===== src/sv/idwm_pkg.sv =====
// Shared types and constants for the I2C display write master.
// Used by idwm_step and i2c_display_write_master; no dependencies.
package idwm_pkg;

    typedef enum logic [3:0] {
        PH_IDLE      = 4'd0,
        PH_START_A   = 4'd1,
        PH_START_B   = 4'd2,
        PH_START_C   = 4'd3,
        PH_BIT_LOW   = 4'd4,
        PH_BIT_HIGH  = 4'd5,
        PH_ACK_REL   = 4'd6,
        PH_ACK_HIGH  = 4'd7,
        PH_ACK_POLL  = 4'd8,
        PH_ACK_LOW   = 4'd9,
        PH_STOP_SET  = 4'd10,
        PH_STOP_HIGH = 4'd11
    } phase_t;

    // APB register indexes (byte address = 4 * index)
    localparam logic [1:0] REG_HALF_PERIOD = 2'd0;
    localparam logic [1:0] REG_ACK_TIMEOUT = 2'd1;
    localparam logic [1:0] REG_DEV_ADDR    = 2'd2;

    localparam logic [15:0] HALF_PERIOD_RST = 16'd120;
    localparam logic [7:0]  ACK_TIMEOUT_RST = 8'd255;
    localparam logic [7:0]  DEV_ADDR_RST    = 8'h78;

    localparam logic [7:0] CTRL_DATA = 8'h40;
    localparam logic [7:0] CTRL_CMD  = 8'h00;

    localparam logic [1:0] SLOT_ADDR    = 2'd0;
    localparam logic [1:0] SLOT_CTRL    = 2'd1;
    localparam logic [1:0] SLOT_PAYLOAD = 2'd2;

    localparam logic [3:0] BITS_PER_BYTE = 4'd8;

    typedef struct packed {
        phase_t      phase;
        logic [1:0]  byte_slot;
        logic [3:0]  bit_count;
        logic [15:0] delay_counter;
        logic [7:0]  ack_counter;
        logic [7:0]  shift_byte;
        logic [7:0]  held_payload;
        logic        held_kind;
        logic        nack_flag;
    } state_t;

    localparam state_t STATE_RST = '{
        phase:         PH_IDLE,
        byte_slot:     2'd0,
        bit_count:     4'd0,
        delay_counter: 16'd0,
        ack_counter:   8'd0,
        shift_byte:    8'd0,
        held_payload:  8'd0,
        held_kind:     1'b0,
        nack_flag:     1'b0
    };

    typedef struct packed {
        logic [15:0] half_period_ticks;
        logic [7:0]  ack_timeout_ticks;
        logic [7:0]  device_address_byte;
    } cfg_t;

    typedef struct packed {
        logic scl_level;
        logic sda_level;
        logic busy_res;
        logic frame_done;
        logic nack_seen;
    } res_t;

endpackage


===== src/sv/idwm_step.sv =====
// One bus tick of the I2C write sequencer: next state and line levels.
// Depends on idwm_pkg.
module idwm_step (
    input  idwm_pkg::state_t cur,
    input  idwm_pkg::cfg_t   cfg,
    input  logic             start_request,
    input  logic [7:0]       payload_byte,
    input  logic             is_data,
    input  logic             sda_in,
    output idwm_pkg::state_t nxt,
    output idwm_pkg::res_t   res
);
    import idwm_pkg::*;

    logic [15:0] hp;
    logic [7:0]  to;
    logic [16:0] delay_inc;
    logic        delay_run;
    logic [7:0]  ack_inc;
    logic [3:0]  bit_inc;
    logic [1:0]  slot_inc;
    logic [7:0]  slot_byte;
    logic        done;
    logic        bit_out;

    // byte loaded for the slot that follows the current one
    function automatic logic [7:0] slot_value(input logic [1:0] slot, input state_t s,
                                              input logic [7:0] dev);
        logic [7:0] v;
        case (slot)
            SLOT_ADDR: v = dev;
            SLOT_CTRL: v = s.held_kind ? CTRL_DATA : CTRL_CMD;
            default:   v = s.held_payload;
        endcase
        return v;
    endfunction

    assign hp        = (cfg.half_period_ticks == 16'd0) ? 16'd1 : cfg.half_period_ticks;
    assign to        = (cfg.ack_timeout_ticks == 8'd0) ? 8'd1 : cfg.ack_timeout_ticks;
    assign delay_inc = {1'b0, cur.delay_counter} + 17'd1;
    assign delay_run = delay_inc < {1'b0, hp};
    assign ack_inc   = cur.ack_counter + 8'd1;
    assign bit_inc   = cur.bit_count + 4'd1;
    assign slot_inc  = cur.byte_slot + 2'd1;
    assign slot_byte = slot_value(slot_inc, cur, cfg.device_address_byte);

    always_comb
    begin
        nxt  = cur;
        done = 1'b0;
        if (cur.phase == PH_IDLE)
        begin
            if (start_request)
            begin
                nxt.held_payload  = payload_byte;
                nxt.held_kind     = is_data;
                nxt.nack_flag     = 1'b0;
                nxt.byte_slot     = SLOT_ADDR;
                nxt.bit_count     = 4'd0;
                nxt.phase         = PH_START_A;
                nxt.delay_counter = 16'd0;
            end
        end
        else if (cur.phase == PH_ACK_POLL)
        begin
            // poll ignores the half period; sda low acks at once
            if (!sda_in)
            begin
                nxt.phase         = PH_ACK_LOW;
                nxt.delay_counter = 16'd0;
            end
            else
            begin
                nxt.ack_counter = ack_inc;
                if (ack_inc >= to)
                begin
                    nxt.nack_flag     = 1'b1;
                    nxt.phase         = PH_ACK_LOW;
                    nxt.delay_counter = 16'd0;
                end
            end
        end
        else if (delay_run)
        begin
            nxt.delay_counter = delay_inc[15:0];
        end
        else
        begin
            nxt.delay_counter = 16'd0;
            case (cur.phase)
                PH_START_A: nxt.phase = PH_START_B;
                PH_START_B: nxt.phase = PH_START_C;
                PH_START_C:
                begin
                    nxt.byte_slot  = SLOT_ADDR;
                    nxt.shift_byte = cfg.device_address_byte;
                    nxt.bit_count  = 4'd0;
                    nxt.phase      = PH_BIT_LOW;
                end
                PH_BIT_LOW: nxt.phase = PH_BIT_HIGH;
                PH_BIT_HIGH:
                begin
                    nxt.shift_byte = {cur.shift_byte[6:0], 1'b0};
                    nxt.bit_count  = bit_inc;
                    nxt.phase      = (bit_inc >= BITS_PER_BYTE) ? PH_ACK_REL : PH_BIT_LOW;
                end
                PH_ACK_REL: nxt.phase = PH_ACK_HIGH;
                PH_ACK_HIGH:
                begin
                    nxt.ack_counter = 8'd0;
                    nxt.phase       = PH_ACK_POLL;
                end
                PH_ACK_LOW:
                begin
                    if (cur.nack_flag || cur.byte_slot >= SLOT_PAYLOAD)
                        nxt.phase = PH_STOP_SET;
                    else
                    begin
                        nxt.byte_slot  = slot_inc;
                        nxt.shift_byte = slot_byte;
                        nxt.bit_count  = 4'd0;
                        nxt.phase      = PH_BIT_LOW;
                    end
                end
                PH_STOP_SET: nxt.phase = PH_STOP_HIGH;
                PH_STOP_HIGH:
                begin
                    done      = 1'b1;
                    nxt.phase = PH_IDLE;
                end
                default: nxt.phase = PH_IDLE;
            endcase
        end
    end

    // line levels follow the phase just entered
    assign bit_out = nxt.shift_byte[7];

    always_comb
    begin
        case (nxt.phase)
            PH_START_B:   begin res.scl_level = 1'b1; res.sda_level = 1'b0;    end
            PH_START_C:   begin res.scl_level = 1'b0; res.sda_level = 1'b0;    end
            PH_BIT_LOW:   begin res.scl_level = 1'b0; res.sda_level = bit_out; end
            PH_BIT_HIGH:  begin res.scl_level = 1'b1; res.sda_level = bit_out; end
            PH_ACK_REL:   begin res.scl_level = 1'b0; res.sda_level = 1'b1;    end
            PH_ACK_LOW:   begin res.scl_level = 1'b0; res.sda_level = 1'b1;    end
            PH_STOP_SET:  begin res.scl_level = 1'b0; res.sda_level = 1'b0;    end
            PH_STOP_HIGH: begin res.scl_level = 1'b1; res.sda_level = 1'b0;    end
            default:      begin res.scl_level = 1'b1; res.sda_level = 1'b1;    end
        endcase
        res.busy_res   = (nxt.phase != PH_IDLE);
        res.frame_done = done;
        res.nack_seen  = done & cur.nack_flag;
    end

endmodule


===== src/sv/i2c_display_write_master.sv =====
// I2C display write master: one bus tick per input transfer, one result per tick.
// An accepted transfer is held in the input registers and processed once the result
// register is free or draining; its result stays valid until taken. Throughput: one transfer
// per cycle while m_tready holds up, set by the state update between the input and result registers.
// Reset (rst_n low, async): sequencer idle, no result valid, config at defaults; result data is not reset.
// Depends on idwm_pkg and idwm_step.
module i2c_display_write_master (
    input  logic        clk,
    input  logic        rst_n,
    // input stream
    input  logic        s_tvalid,
    output logic        s_tready,
    input  logic [15:0] s_tdata,   // [0] start_request, [8:1] payload_byte, [9] sda_in
    input  logic [0:0]  s_tuser,   // [0] is_data
    // result stream
    output logic        m_tvalid,
    input  logic        m_tready,
    output logic [7:0]  m_tdata,   // [0] scl_level, [1] sda_level, [2] busy_res, [3] nack_seen
    output logic        m_tlast,   // frame_done
    // APB configuration
    input  logic        psel,
    input  logic        penable,
    input  logic        pwrite,
    input  logic [3:0]  paddr,
    input  logic [31:0] pwdata,
    output logic [31:0] prdata,
    output logic        pready
);
    import idwm_pkg::*;

    cfg_t        cfg_reg;
    state_t      st_reg;
    state_t      st_next;
    res_t        res_next;
    res_t        res_reg;
    logic        in_valid_reg;
    logic        in_start_reg;
    logic [7:0]  in_payload_reg;
    logic        in_kind_reg;
    logic        in_sda_reg;
    logic        out_valid_reg;
    logic        fire;
    logic        wr_en;
    logic [1:0]  reg_idx;

    assign pready  = 1'b1;
    assign wr_en   = psel & penable & pwrite;
    assign reg_idx = paddr[3:2];

    always_ff @(posedge clk or negedge rst_n)
    begin
        if (!rst_n)
        begin
            cfg_reg.half_period_ticks   <= HALF_PERIOD_RST;
            cfg_reg.ack_timeout_ticks   <= ACK_TIMEOUT_RST;
            cfg_reg.device_address_byte <= DEV_ADDR_RST;
        end
        else if (wr_en)
        begin
            case (reg_idx)
                REG_HALF_PERIOD: cfg_reg.half_period_ticks   <= pwdata[15:0];
                REG_ACK_TIMEOUT: cfg_reg.ack_timeout_ticks   <= pwdata[7:0];
                REG_DEV_ADDR:    cfg_reg.device_address_byte <= pwdata[7:0];
                default: ;
            endcase
        end
    end

    always_comb
    begin
        case (reg_idx)
            REG_HALF_PERIOD: prdata = {16'd0, cfg_reg.half_period_ticks};
            REG_ACK_TIMEOUT: prdata = {24'd0, cfg_reg.ack_timeout_ticks};
            REG_DEV_ADDR:    prdata = {24'd0, cfg_reg.device_address_byte};
            default:         prdata = 32'd0;
        endcase
    end

    // process the held transfer when the result slot is free or draining
    assign fire     = in_valid_reg & (~out_valid_reg | m_tready);
    assign s_tready = ~in_valid_reg | fire;

    always_ff @(posedge clk or negedge rst_n)
    begin
        if (!rst_n)
            in_valid_reg <= 1'b0;
        else if (s_tready)
            in_valid_reg <= s_tvalid;
    end

    always_ff @(posedge clk)
    begin
        if (s_tready & s_tvalid)
        begin
            in_start_reg   <= s_tdata[0];
            in_payload_reg <= s_tdata[8:1];
            in_sda_reg     <= s_tdata[9];
            in_kind_reg    <= s_tuser[0];
        end
    end

    idwm_step u_step (
        .cur           (st_reg),
        .cfg           (cfg_reg),
        .start_request (in_start_reg),
        .payload_byte  (in_payload_reg),
        .is_data       (in_kind_reg),
        .sda_in        (in_sda_reg),
        .nxt           (st_next),
        .res           (res_next)
    );

    always_ff @(posedge clk or negedge rst_n)
    begin
        if (!rst_n)
        begin
            st_reg        <= STATE_RST;
            out_valid_reg <= 1'b0;
        end
        else
        begin
            if (fire)
                st_reg <= st_next;
            if (fire)
                out_valid_reg <= 1'b1;
            else if (m_tready)
                out_valid_reg <= 1'b0;
        end
    end

    always_ff @(posedge clk)
    begin
        if (fire)
            res_reg <= res_next;
    end

    assign m_tvalid = out_valid_reg;
    assign m_tdata  = {4'd0, res_reg.nack_seen, res_reg.busy_res,
                       res_reg.sda_level, res_reg.scl_level};
    assign m_tlast  = res_reg.frame_done;

endmodule

===== config.mk =====
export PLATFORM = sky130hd
export DESIGN_NAME = i2c_display_write_master
export DESIGN_NICKNAME = d
export VERILOG_FILES = /design/src/sv/idwm_pkg.sv /design/src/sv/idwm_step.sv /design/src/sv/i2c_display_write_master.sv
export SDC_FILE = /design/constraint.sdc
export NUM_CORES = 1
export LEC_CHECK = 0
export ABC_AREA = 1
export BUFFER_PORTS_ARGS = -buffer_cell sky130_fd_sc_hd__buf_2
export CAP_MARGIN = 10
export CELL_PAD_IN_SITES_DETAIL_PLACEMENT = 0
export CELL_PAD_IN_SITES_GLOBAL_PLACEMENT = 1
export CORE_MARGIN = 4
export CORE_UTILIZATION = 40
export DETAILED_ROUTE_END_ITERATION = 6
export PLACE_DENSITY = 0.75
export SYNTH_ARGS = -nofsm -noshare
export SYNTH_HDL_FRONTEND = slang
export SYNTH_SLANG_ARGS = --single-unit
export TNS_END_PERCENT = 10

===== constraint.sdc =====
create_clock -name clk -period 7 [get_ports clk]
set_input_delay 1.05 -clock clk [delete_from_list [all_inputs] [get_ports clk]]
set_output_delay 1.05 -clock clk [all_outputs]
set_load 0.01 [all_outputs]

==> impl_metrics.tcl <==
set metrics [dict create \
    outcome "finished, final reports clean" \
    tritoncts "done" \
    synth_top_cell_by_area "dfrtp_1" \
    powerDensity_nw_per_um2 342.0 \
    synth.ff_latch_count 102 \
    tritoncts.num_buffers 9 \
    intPower_uw 1338 \
    min_period_over_period 0.5332 \
    fin_crit_ns 3.733 \
    drt_first_pass_iters 4 \
    largest_reg_flops 52 \
    ys_top_cells_by_count "162 x nand2_1, 102 x inv_1, 70 x dfrtp_1" \
    yosysSeqAreaShare 0.4444 \
    swShare 0.4127 \
    cts_root_buf "clkbuf_16" \
    yosysMostFrequentCell "nand2_1" \
    combPwrFrac 0.398 \
    maxSlewHeadroom 0.3945 \
    whs_ns 0.4527 \
    drv_cap 0 \
    min_path_type "reg2reg" \
    path_max_fanout 10 \
    p_clk_frac 0.215 \
    finalHoldViolCount 0 \
    clockBufferDepth 2 \
    wl_per_cell_um 13.96 \
    tns_ns 0 \
    maxSlewViolCount 0 \
    setup_viol 0 \
    grt_pass1_wl_mm 23.00 \
    fill_cells 1479 \
    clk_pin_slew_ns 0.07 \
    synthFlopType "dfrtp_1" \
    arrival_ns 3.85 \
    dpl_worst_slack_ns 3.275 \
    ys_warn_count 0 \
    drt_iter0_drc 330 \
    cts_sinks 102 \
    tightestPinTransition_ns 0.9060 \
    p_leak_uw 0.003352 \
    antenna_found_initial 0 \
    cts_resized 0 \
    async_reset_ff_frac 0.8431 \
    ios 104 \
    die_y_um 130.2 \
    area_delta_synth_final_pct 11.59 \
    worstPathRequired_ns 7.12 \
    die_x_um 130.2 \
    worstSkewPairLatency_ns 0.35 \
    fin_skew_ns 0.006223 \
    vdd_drop_max_mv 0.1837 \
    ant_nets 0 \
    synth_area_per_cell_um2 8.176 \
    layout-drive-gt1-share 0.1776 \
    fin_util 0.4565 \
    synthTopCellsByArea "dfrtp_1 29%, nand2_1 10%, edfxtp_1 8.1%, dfstp_2 7.0%, inv_1 6.4%" \
    dieArea_um2 16940 \
    grt_max_degree 56 \
    setup.worst_path.start_class "flip-flop" \
    cts_setup_buffers 0 \
    coreArea_um2 14590 \
    power.switching_uw 940.0 \
    track_usage 0.1712 \
    drc 0 \
    setup_ws_ns 3.267 \
    seq_power_share 0.387 \
    hold_buffers 0 \
    path_class "reg2reg" \
    hpwl_mm 10.61 \
    start_util 0.4091 \
    seqCellArea_um2 2653 \
    avgViaCountPerCell 4.928 \
    end_kind "flip-flop" \
    gp_congestion 0.8440 \
    synth_top_area_share 0.2935 \
    vias 4820 \
    multiInputGateArea_um2 2738 \
    rows 44 \
    synth_cell_types 48 \
    grt_pass1_vias 4735 \
    wl_mm 13.65 \
    port_buffers 58 \
    nets 878 \
    cts_htree_levels 3 \
    grt-ovfl-total 0 \
    n_antenna_cell 0 \
    synth.cell_area_um2 5968 \
    rsz0062_at_grt "false" \
    synth_edf_count 16 \
    synthCells 730 \
    max_freq_mhz 267.9 \
]
cells in the final DEF (no fill, tap or decap), types with 4 or more instances in the layout:
master	count
nand3_2	4
ha_1	29
o21ai_1	7
buf_2	57
nand2_2	13
o221ai_1	8
nor2_2	8
inv_1	102
nand4_1	13
conb_1	21
dfrtp_1	70
xor2_1	17
clkbuf_16	9
a22oi_1	6
o21ai_0	48
inv_2	14
edfxtp_1	16
dfstp_2	16
a21oi_1	22
nor3_1	11
nand2_1	162
nor2_1	60
nand3_1	23
a221oi_1	4
o22ai_1	14
cell families after synthesis:
logic type,share of synthesized area
AND/OR/NAND/NOR,0.2373
AO/OA/AOI/OAI,0.1176
flip-flops,0.4444
multiplexers,0.003354
buffers and inverters,0.1088
XOR/XNOR,0.02641
adder cells (fa/ha/maj),0.06080
other,0.001258
layer usage:
layer  GRT usage  routed length (um)
met2      0.2758                6337
met1      0.2375                6433
met5           0                   0
met4     0.05562                 210
met3     0.02579                 672
final timing paths:
path	startpoint	to	cells past startpoint	slack (ns)
setup / recovery	st_reg[26]$_DFFE_PN0P_	m_tdata[1]$_DFFE_PP_	22	3.27
setup reg to reg	st_reg[26]$_DFFE_PN0P_	m_tdata[1]$_DFFE_PP_	22	3.27
hold reg to reg	in_payload_reg[0]$_DFFE_PP_	st_reg[2]$_DFFE_PN0P_	2	0.45
min in group asynchronous	rst_n	st_reg[49]$_DFFE_PN0P_	1	0.64
hold / removal	in_payload_reg[0]$_DFFE_PP_	st_reg[2]$_DFFE_PN0P_	2	0.45
max in group asynchronous	rst_n	st_reg[19]$_DFFE_PN0P_	2	5.29
per-stage QoR:
stage	total power (uW)	cells	instance area, um2
2_1_floorplan	1576	749	6040
3_3_place_gp	1780	962	6377
3_5_place_dp	1806	962	6377
4_1_cts	2295	978	6660
5_1_grt	2479	978	6660
6_report	2278	978	6660
power by group through the flow:
stage	Sequential, uW	Combinational (uW)	Clock, uW
5_1_grt	904	1050	520
3_5_place_dp	894	912	0
4_1_cts	884	916	495
2_1_floorplan	869	707	0
6_report	882	907	489
3_3_place_gp	891	889	0
final cells by class:
type	count	area share
multi-input cells	497	0.4110
flip-flops and latches	102	0.3983
inverters	119	0.06744
repair buffers	60	0.04621
well taps	184	0.03457
clock buffers	9	0.03382
clock inverters	7	0.008642
critical path, stage by stage, from the launching register on:
cell and delay, ns:
dfrtp_1 0.42, ha_1 0.23, nand3_2 0.15, nor2_1 0.19, nand3_1 0.16, nor3_1 0.16
inv_1 0.07, nor2_1 0.13, nand2_1 0.08, xor2_1 0.22, inv_1 0.09, ha_1 0.32
a21oi_1 0.14, nor2_1 0.06, nor2_1 0.12, nand2_2 0.09, inv_4 0.12, nand2_8 0.10
nand2_2 0.11, mux2i_1 0.32, nand2_1 0.09, nand2_1 0.07, nand2_1 0.04
Note: power is estimated with default switching activity, not from simulation.
